### src/sv/rwt_offset_mem.sv
`default_nettype none

// Offset table: one write port, two read ports, registered read data.
module rwt_offset_mem #(
   parameter int DEPTH = 256,
   parameter int DW = 16,
   localparam int AW = $clog2(DEPTH)
) (
   input  wire logic          clock,
   input  wire logic          rd_en,
   input  wire logic [AW-1:0] rd_a_addr,
   input  wire logic [AW-1:0] rd_b_addr,
   output logic      [DW-1:0] rd_a_data,
   output logic      [DW-1:0] rd_b_data,
   input  wire logic          wr_en,
   input  wire logic [AW-1:0] wr_addr,
   input  wire logic [DW-1:0] wr_data
);

   logic [DW-1:0] mem_ff [DEPTH];
   logic [DW-1:0] rd_a_data_ff;
   logic [DW-1:0] rd_b_data_ff;

   always_ff @(posedge clock) begin
      if (wr_en) begin
         mem_ff[wr_addr] <= wr_data;
      end
   end

   always_ff @(posedge clock) begin
      if (rd_en) begin
         rd_a_data_ff <= mem_ff[rd_a_addr];
         rd_b_data_ff <= mem_ff[rd_b_addr];
      end
   end

   assign rd_a_data = rd_a_data_ff;
   assign rd_b_data = rd_b_data_ff;

endmodule

`default_nettype wire

### config.mk
export PLATFORM = sky130hd
export DESIGN_NAME = rwt_offset_mem
export DESIGN_NICKNAME = d
export VERILOG_FILES = /design/src/sv/rwt_offset_mem.sv
export SDC_FILE = /design/constraint.sdc
export NUM_CORES = 2
export LEC_CHECK = 0
export BUFFER_PORTS_ARGS = -buffer_cell sky130_fd_sc_hd__buf_2
export CAP_MARGIN = 20
export CORE_AREA = 2 2 657 659
export CTS_CLUSTER_DIAMETER = 30
export DETAILED_ROUTE_END_ITERATION = 6
export DIE_AREA = 0 0 659 661
export HOLD_SLACK_MARGIN = 0.12
export PLACE_DENSITY = 0.71
export SLEW_MARGIN = 20
export SYNTH_ARGS = -nofsm -noshare
export SYNTH_HDL_FRONTEND = slang
export SYNTH_SLANG_ARGS = --single-unit
### constraint.sdc
create_clock -name clock -period 5.6 [get_ports clock]
set_clock_uncertainty 0.1 [all_clocks]
set_input_delay 0.28 -clock clock [delete_from_list [all_inputs] [get_ports clock]]
set_output_delay 0.28 -clock clock [all_outputs]
set_load 0.01 [all_outputs]
==> results.cfg <==
[power]
peakVddDrop_mv = 0.328
p_leak_nw = 74.8
power-per-cell-area_mw_per_mm2 = 380

[floorplan]
io_pins = 75
start_util_pct = 44.7
dieArea_sq_mm = 0.436
fp.dieH_um = 661
num_rows = 241
core_sq_mm = 0.429
die_w_um = 659

[clocking]
cts_hold_buffers = 28
cts.repair.resized = 0
cts_setup_buffers = 0
clockBufferDepth = 4
clkSinkCount = 4128
h-tree-depth = 6
cts_buffers = 731
cts.clk_slew.worst_paths_ns = 0.05
cts_tree = done
clk_latency_ns = 1.17
root_buffer = clkbuf_16

[global_routing]
grt-ovfl-total = 0
grt_use_total_pct = 30.3
grt_max_degree = 193
grt_pass1_wl_mm = 932
antenna_found_initial = 68
grt_pass1_vias = 121364

[synthesis]
synth_edf_count = 4128
ys_seq_elements = 4128
synth.largest_area_cell = edfxtp_1
synth_ff_type = edfxtp_1
synth_cell_types = 58
synth_seq_area_share_pct = 64.6
yosysTopAreaCellShare_pct = 64.6
syn-num-nets = 10178
syn_inst = 10135
synth_area_leaders = edfxtp_1 (65%), mux4_2 (20%), mux2i_1 (5.3%)
avgSynthCellArea_sq_um = 18.9
ys.warnings.count = 0
syn_area_sq_mm = 0.192
async_flop_share_pct = 0

[routing]
dr.pass1.iters = 7
drt-initial-drc-count = 21176
drc = 3
via_per_inst = 7.05
drt.antenna.violating_nets = 0
routed-via-count = 121697
routedWlPerCell_um = 38.9
routed_wl_mm = 671

[layout]
nNetsFinal = 10880
final_cells = 17254
area_growth_pct = 19.2
drive_gt1_share_pct = 34.6
ff_latch_area_sq_mm = 0.124
n_fill_cell = 32030
multiInputGateArea_sq_mm = 0.0640

[status]
run_status = complete, but fails checks
violations = DRC

[critical_path]
crit_type = flip-flop to flip-flop
start_kind = flip-flop
cp_data_required_time_ns = 6.38
arrival_ns = 4.98
cp_max_fo = 2
critical_path.endpoint_type = flip-flop

[timing]
max-slew-margin-rel_pct = 11.6
setup_violations = 0
slew_viol_final = 0
setup_tns_ns = 0
min_period_over_period_pct = 75.0
tightestPinTransition_ns = 1.32
period_needed_ns = 4.20
rsz0062_at_grt = no
hold_viol_final = 0
max_freq_mhz = 238

[flow_run]
cap_violations = 0

[min_path]
min_path_type = input pin to flip-flop

[placement]
place_congestion = 1.03
dp_hpwl_mm = 413
place_inst = 15780
numPortBuffers = 74
## metrics by stage
step	hold slack, ns	utilization [%]	area (sq um)	setup slack [ns]	power (mW)
floorplan	0.279	-	192000	2.82	38.0
global placement	0.618	47.0	202000	0.180	40.3
detailed placement	0.590	47.1	202000	0.686	40.4
CTS	0.139	53.2	228000	1.75	86.7
global route	0.171	53.3	229000	1.53	88.4
finish	0.128	53.3	229000	1.40	86.9
## critical path, cell delays in order, from the launching register on
cell and delay (ns):
edfxtp_1 0.38, mux2i_1 0.10, o221ai_1 0.41, o21ai_0 0.45, a211oi_1 0.99, nand4_1 0.65
buf_4 0.38, nor3_1 0.45
## final cells by class
class	count	share of cell area (%)
antenna	68	0.0744
clock buffer	792	8.12
sequential	4128	54.2
multi-input combinational	5151	28.0
tap	5710	3.12
timing repair buffer	819	3.18
inverter	6	0.0181
clock inverter	580	3.33
## kinds of logic after synthesis
logic type / after synthesis / synth area share [%]
buffers and inverters: 856 / 2.46
DFF: 4128 / 64.6
muxes: 2709 / 25.1
and+or+nand+nor: 1028 / 2.42
AOI/OAI and AO/OA: 1414 / 5.39
## path summary, 6_finish.rpt
path,from,to,slack [ns],cells after the start
setup / recovery,mem_ff[245][13],rd_b_data[13],1.40,7
hold / removal,wr_data[9],mem_ff[92][9],0.13,2
setup reg to reg,mem_ff[245][13],rd_b_data[13],1.40,7
hold reg to reg,mem_ff[216][7],rd_b_data[7],1.14,6
## synthesized netlist by cell type, drive strengths merged (4+ instances only)
| library cell | number |
|---|---|
| and4b | 4 |
| a211oi | 25 |
| and3 | 18 |
| o21bai | 11 |
| inv | 6 |
| a22o | 55 |
| a21oi | 210 |
| nand2b | 11 |
| o211ai | 59 |
| o22ai | 284 |
| mux4 | 1688 |
| and4 | 12 |
| a2111oi | 39 |
| nor4 | 39 |
| nor2b | 13 |
| a211o | 26 |
| o311ai | 12 |
| nand3 | 83 |
| mux2i | 1021 |
| nor3 | 185 |
| o31ai | 27 |
| a221oi | 48 |
| buf | 467 |
| nand2 | 257 |
| nand4 | 30 |
| o21ai | 74 |
| or2 | 4 |
| o221ai | 418 |
| nor2 | 355 |
| clkbuf | 383 |
| edfxtp | 4128 |
| a22oi | 119 |
## placed cells by master, fill, tap and decap left out, types with 22 or more instances in the layout
cell / instances
clkbuf_1: 58
clkinv_16: 23
buf_2: 51
nor2_1: 183
o221ai_1: 418
mux2i_1: 1021
nor3_1: 183
dlygate4sd3_1: 29
buf_4: 633
edfxtp_1: 4128
o22ai_1: 281
bufinv_16: 115
buf_12: 78
a22o_1: 55
o21ai_0: 67
inv_6: 86
a22oi_1: 119
clkinv_4: 73
nor4_1: 33
nand2_1: 253
a211o_1: 26
mux4_2: 1688
clkinv_2: 91
clkinv_1: 62
a2111oi_0: 29
diode_2: 68
clkinvlp_4: 83
nand3_1: 74
nor2_2: 162
a221oi_1: 48
o31ai_1: 22
o211ai_1: 59
a21oi_1: 210
nand4_1: 30
clkbuf_16: 734
## layer usage
metal  track usage, %  up-vias  part of all wire, %
li1                 -    45805                    -
met1             37.1    62467                   32
met2             45.0    11041                   44
met3             11.4     2356                   16
met4             20.0       28                  8.0
met5           0.0887        -                0.034
## registers in the layout (all words and copies together), names as in the netlist
signal / count
mem_ff: 4096
rd_b_data: 16
rd_a_data: 16
## power by group
group	leakage (nW)	internal, mW	switching [mW]
Clock	12.5	29.8	16.9
Combinational	25.2	2.05	3.79
Sequential	37.1	34.2	0.106
Power figures use the tool's default switching activity.
