File: config.mk
export PLATFORM = sky130hd
export DESIGN_NAME = rwt_update
export DESIGN_NICKNAME = d
export VERILOG_FILES = /design/src/sv/rwt_pkg.sv /design/src/sv/rwt_update.sv
export SDC_FILE = /design/constraint.sdc
export NUM_CORES = 1
export LEC_CHECK = 0
export CAP_MARGIN = 20
export CORE_MARGIN = 2
export CORE_UTILIZATION = 30
export DETAILED_ROUTE_END_ITERATION = 10
export DONT_BUFFER_PORTS = 1
export SLEW_MARGIN = 40
export SYNTH_ARGS = -nofsm -noshare
export SYNTH_HDL_FRONTEND = slang
export SYNTH_SLANG_ARGS = --single-unit
File: constraint.sdc
create_clock -name vclk -period 8.3
set_input_delay 0.83 -clock vclk [all_inputs]
set_output_delay 0.83 -clock vclk [all_outputs]
set_load 0.1 [all_outputs]
File: src/sv/rwt_pkg.sv
`default_nettype none

package rwt_pkg;

   // request operation codes (req_tuser)
   localparam logic [1:0] OP_SEND   = 2'd0;
   localparam logic [1:0] OP_RESEND = 2'd1;
   localparam logic [1:0] OP_ACK    = 2'd2;

   // one response item
   typedef struct packed {
      logic        wraps;
      logic [15:0] out_length;
      logic [15:0] start_offset;
      logic [7:0]  seq_num;
      logic        accepted;
   } rsp_item_type;

endpackage

`default_nettype wire

File: src/sv/rwt_update.sv
`default_nettype none

// Window update: works out the response, the table write-back and the new
// sequence pointers from the two table entries read for a request.
module rwt_update import rwt_pkg::*; #(
   parameter int SEQ_SPACE = 256,
   parameter int RING_BYTES = 65536,
   localparam int SW = $clog2(SEQ_SPACE),
   localparam int OW = $clog2(RING_BYTES)
) (
   input  wire logic [1:0]    op,
   input  wire logic [15:0]   msg_length,
   input  wire logic [SW-1:0] ack_idx,
   input  wire logic [SW-1:0] next_seq,
   input  wire logic [SW-1:0] acked_seq,
   input  wire logic [OW-1:0] rd_start,
   input  wire logic [OW-1:0] rd_end,
   output rsp_item_type       rsp,
   output logic               wr_en,
   output logic      [SW-1:0] wr_addr,
   output logic      [OW-1:0] wr_data,
   output logic      [SW-1:0] next_seq_new,
   output logic      [SW-1:0] acked_seq_new
);

   localparam int MW = (OW > 16) ? OW : 16;
   localparam int LW = MW + 1;
   localparam logic [SW:0]   SEQ_L  = (SW + 1)'(SEQ_SPACE);
   localparam logic [LW-1:0] RING_L = LW'(RING_BYTES);
   localparam logic [OW:0]   RING_O = (OW + 1)'(RING_BYTES);

   function automatic logic [SW-1:0] seq_add(input logic [SW-1:0] s, input logic [1:0] k);
      logic [SW:0] sum;
      sum = {1'b0, s} + (SW + 1)'(k);
      if (sum >= SEQ_L) begin
         sum = sum - SEQ_L;
      end
      return sum[SW-1:0];
   endfunction

   logic [OW:0]     dist_raw;
   logic [OW-1:0]   used;
   logic [LW-1:0]   fill_sum;
   logic            no_space;
   logic            win_full;
   logic [LW-1:0]   end_sum;
   logic [LW-1:0]   end_wrap;
   logic [SW-1:0]   seq_p1;
   logic [SW-1:0]   acked_p1;
   logic [OW-1:0]   res_start;
   logic [MW-1:0]   res_len;
   logic            res_wraps;
   logic [SW+7:0]   seq_ext;
   logic [OW+15:0]  start_ext;
   logic [MW+15:0]  len_ext;

   always_comb begin
      // bytes outstanding between the acked and the next message
      if (rd_end >= rd_start) begin
         dist_raw = {1'b0, rd_end} - {1'b0, rd_start};
      end else begin
         dist_raw = {1'b0, rd_end} + RING_O - {1'b0, rd_start};
      end
      used = dist_raw[OW-1:0];

      fill_sum = LW'(used) + LW'(msg_length);
      no_space = (fill_sum >= RING_L);
      seq_p1   = seq_add(next_seq, 2'd1);
      acked_p1 = seq_add(acked_seq, 2'd1);
      win_full = (seq_add(next_seq, 2'd2) == acked_seq);

      // end + len stays below twice the ring once space is checked
      end_sum  = LW'(rd_end) + LW'(msg_length);
      end_wrap = (end_sum >= RING_L) ? (end_sum - RING_L) : end_sum;

      rsp           = '0;
      wr_en         = 1'b0;
      wr_addr       = seq_p1;
      wr_data       = end_wrap[OW-1:0];
      next_seq_new  = next_seq;
      acked_seq_new = acked_seq;
      res_start     = rd_end;
      res_len       = MW'(msg_length);
      seq_ext       = {8'd0, next_seq};

      case (op)
         OP_SEND: begin
            if (!win_full && !no_space) begin
               rsp.accepted = 1'b1;
               wr_en        = 1'b1;
               next_seq_new = seq_p1;
            end
         end
         OP_RESEND: begin
            rsp.accepted = 1'b1;
            wr_en        = 1'b1;
            wr_addr      = acked_p1;
            wr_data      = rd_end;
            next_seq_new = acked_p1;
            res_start    = rd_start;
            res_len      = MW'(used);
            seq_ext      = {8'd0, acked_seq};
         end
         OP_ACK: begin
            rsp.accepted  = 1'b1;
            acked_seq_new = ack_idx;
            seq_ext       = {8'd0, ack_idx};
         end
         default: begin
         end
      endcase

      res_wraps = ((LW'(res_start) + LW'(res_len)) > RING_L);
      start_ext = {16'd0, (op == OP_ACK) ? rd_start : res_start};
      len_ext   = {16'd0, res_len};

      if (rsp.accepted) begin
         rsp.seq_num      = seq_ext[7:0];
         rsp.start_offset = start_ext[15:0];
         if (op != OP_ACK) begin
            rsp.out_length = len_ext[15:0];
            rsp.wraps      = res_wraps;
         end
      end
   end

endmodule

`default_nettype wire

==> out/qor.txt <==
RUN STATUS
---------------------------------------------------------------------------
Status ....................................................... finished, final reports clean

CRITICAL PATH
---------------------------------------------------------------------------
Cell family contributing the most delay on the critical path . compound AO/OA/AOI/OAI gates
Cell Chain, Critical Path .................................... inv_1 -> ha_1 -> fa_1 -> nor2b_1 -> o2111ai_1 -> a31oi_1 -> o21a_1 -> nor2_1 -> xnor2_1 -> ha_1 -> nand4_1 -> o31ai_1 -> a211oi_2 -> o211ai_2 -> a21o_2 -> buf_4 -> inv_1
Crit. End Element ............................................  output port
Worst path bufs/invs .........................................            3
Startpoint kind of the worst setup timing path ...............    input pin
Worst endpoint required time .................................      7470 ps
Delay of the slowest cell on the worst path ..................       650 ps
Arrival time of data at the critical path endpoint ...........      5800 ps
Crit path max-delay cell type ................................ sky130_fd_sc_hd__a21o_2
Setup Crit Path Kind ......................................... input pin to output port
Highest fanout seen on the critical path .....................           14

FINISH
---------------------------------------------------------------------------
Layout cells sized above 1 ...................................        0.234
Finished Core Util ...........................................        0.406
Sequential cell area .........................................        0 um2
Area Growth Syn to Fin .......................................        31.9%
Clkbuf count .................................................            0
Number of nets in the layout .................................          819
Seq_cells ....................................................            0
Diode count ..................................................            0
Filler Cell Count ............................................         1523

TIMING
---------------------------------------------------------------------------
Fraction of the cycle the final worst path needs .............        0.799
Remaining max-slew budget at the tightest pin ................        0.445
Worst-Margin Slew ............................................       833 ps
Setup tns final ..............................................         0 ps
Maximum achievable frequency .................................      151 MHz
Hold Fails Final Rpt .........................................            0
Time the worst path needs with I/O delays and setup ..........      6630 ps
Unrepaired setup endpoints after global routing ..............        false
Final count of negative-setup-slack endpoints ................            0
Number of max-slew violations in the final report ............            0

PLACED DESIGN
---------------------------------------------------------------------------
RD Place Congestion ..........................................        0.930
Number of buffer cells added on primary ports ................            0
HPWL Detailed ................................................     14400 um

FLOORPLAN
---------------------------------------------------------------------------
Chip Width ...................................................       129 um
Standard-cell rows ...........................................           45
Floorplan Core Area ..........................................   0.0152 mm2
Height of the die ............................................       129 um
Die area .....................................................   0.0166 mm2
Initial core utilization .....................................        0.308
Top-level I/O count ..........................................          157

YOSYS
---------------------------------------------------------------------------
Syn Std Cell Area ............................................  0.00468 mm2
List of most frequent post-synthesis cells ................... sky130_fd_sc_hd__ha_1, sky130_fd_sc_hd__nor2_1, sky130_fd_sc_hd__nand2_1
Cell with the most instances after synthesis ................. sky130_fd_sc_hd__ha_1
Sequential fraction of the synthesis area ....................            0
Synth Instances ..............................................          665
Area share of the largest cell type after synthesis ..........        0.184
Post-synthesis cell type with the largest combined area ...... sky130_fd_sc_hd__ha_1
Distinct cell type count of the synthesized netlist ..........           63
Synth top area cells ......................................... sky130_fd_sc_hd__ha_1, sky130_fd_sc_hd__mux2_2, sky130_fd_sc_hd__xnor2_1
Mean post-synth cell area ....................................     7.04 um2
Syn Nets .....................................................          811
Total of warnings raised by yosys ............................            0

DRT
---------------------------------------------------------------------------
Post-DR wirelength/cell ......................................      19.9 um
DRC Markers ..................................................            0
Mean number of vias per cell .................................         5.91
Via count ....................................................         5079
Antenna-violating nets left ..................................            0
Total detailed-routing wirelength ............................     17100 um
Total iterations of the first detailed-routing run ...........            6
DRC violation total after the first TritonRoute iteration ....          261

GLOBAL ROUTING
---------------------------------------------------------------------------
Leftover overflow at the end of global routing ...............            0
Largest net degree at the start of global routing ............           57
Vias in the first global route ...............................         4845
Antenna violations before repair .............................            0
Global-route wire length before repair .......................     26500 um
Global routing usage summed across all routing layers ........        0.199

FLOW RUN
---------------------------------------------------------------------------
Maximum capacitance violations ...............................            0

POWER
---------------------------------------------------------------------------
Power density relative to cell area ..........................   155 mW/mm2
Reported leakage power .......................................      2.47 nW
PnR Total Power ..............................................   0.000957 W
Maximum vdd ir drop ..........................................      65.9 uV

CLOCK TREE
---------------------------------------------------------------------------
Post-CTS setup buffer count ..................................            0
Gates resized, CTS repair ....................................            0
Hold buffer count at CTS .....................................            0

MIN PATH
---------------------------------------------------------------------------
Type of the most critical hold path .......................... input pin to output port

## placed cells by master (no fill, tap or decap), types with 11 or more instances in the layout
cell type	count
sky130_fd_sc_hd__ha_1	67
sky130_fd_sc_hd__nor2_1	61
sky130_fd_sc_hd__nand2_1	58
sky130_fd_sc_hd__inv_1	42
sky130_fd_sc_hd__mux2_2	36
sky130_fd_sc_hd__xnor2_1	30
sky130_fd_sc_hd__o21ai_0	25
sky130_fd_sc_hd__a21oi_1	25
sky130_fd_sc_hd__nand3_1	19
sky130_fd_sc_hd__xor2_1	18
sky130_fd_sc_hd__a211oi_4	16
sky130_fd_sc_hd__nor3_1	15
sky130_fd_sc_hd__o21ai_4	15
sky130_fd_sc_hd__a21o_1	14
sky130_fd_sc_hd__o21a_1	13
sky130_fd_sc_hd__clkbuf_16	13
sky130_fd_sc_hd__buf_16	11
## per-layer routing
layer | up-vias | share of wire | track usage
met5 | - | 0 | 0
met4 | 0 | 0.044 | 0.0684
met3 | 47 | 0.060 | 0.0245
met2 | 186 | 0.44 | 0.312
met1 | 2365 | 0.45 | 0.281
li1 | 2481 | - | -
## report_power, final
part           switching, W  internal, W  leakage, nW
Clock                     0            0            0
Combinational      0.000664     0.000293         2.47
Sequential                0            0            0
Total              0.000664     0.000293         2.47
## stage by stage
step	instances	hold slack (ps)	setup slack (ps)	cell area, um2
2_1_floorplan	665	2030	478	4680
3_3_place_gp	842	1930	1800	5600
3_5_place_dp	859	1930	1740	6160
4_1_cts	859	1930	1730	6160
5_1_grt	859	1940	1390	6170
6_report	859	1930	1670	6170
## cell families after synthesis
kind of cell    Yosys count  synth area share
fa+ha+maj                72             0.197
mux                      40            0.0952
compound gates          204             0.314
xor+xnor                 48            0.0898
buf+inv                  75            0.0692
simple gates            226             0.234
## layout make-up
class	count	area (um2)	area share
inverters	43	161	0.0262
multi-input cells	590	4970	0.806
well taps	188	235	0.0381
repair buffers	38	801	0.130
## path summary, 6_finish.rpt
check   startpoint    endpoint  slack (ps)  cells past startpoint
min    next_seq[0]  wr_addr[0]        1930                      2
max      rd_end[0]      rsp[0]        1670                     17
Power figures use the tool's default switching activity.
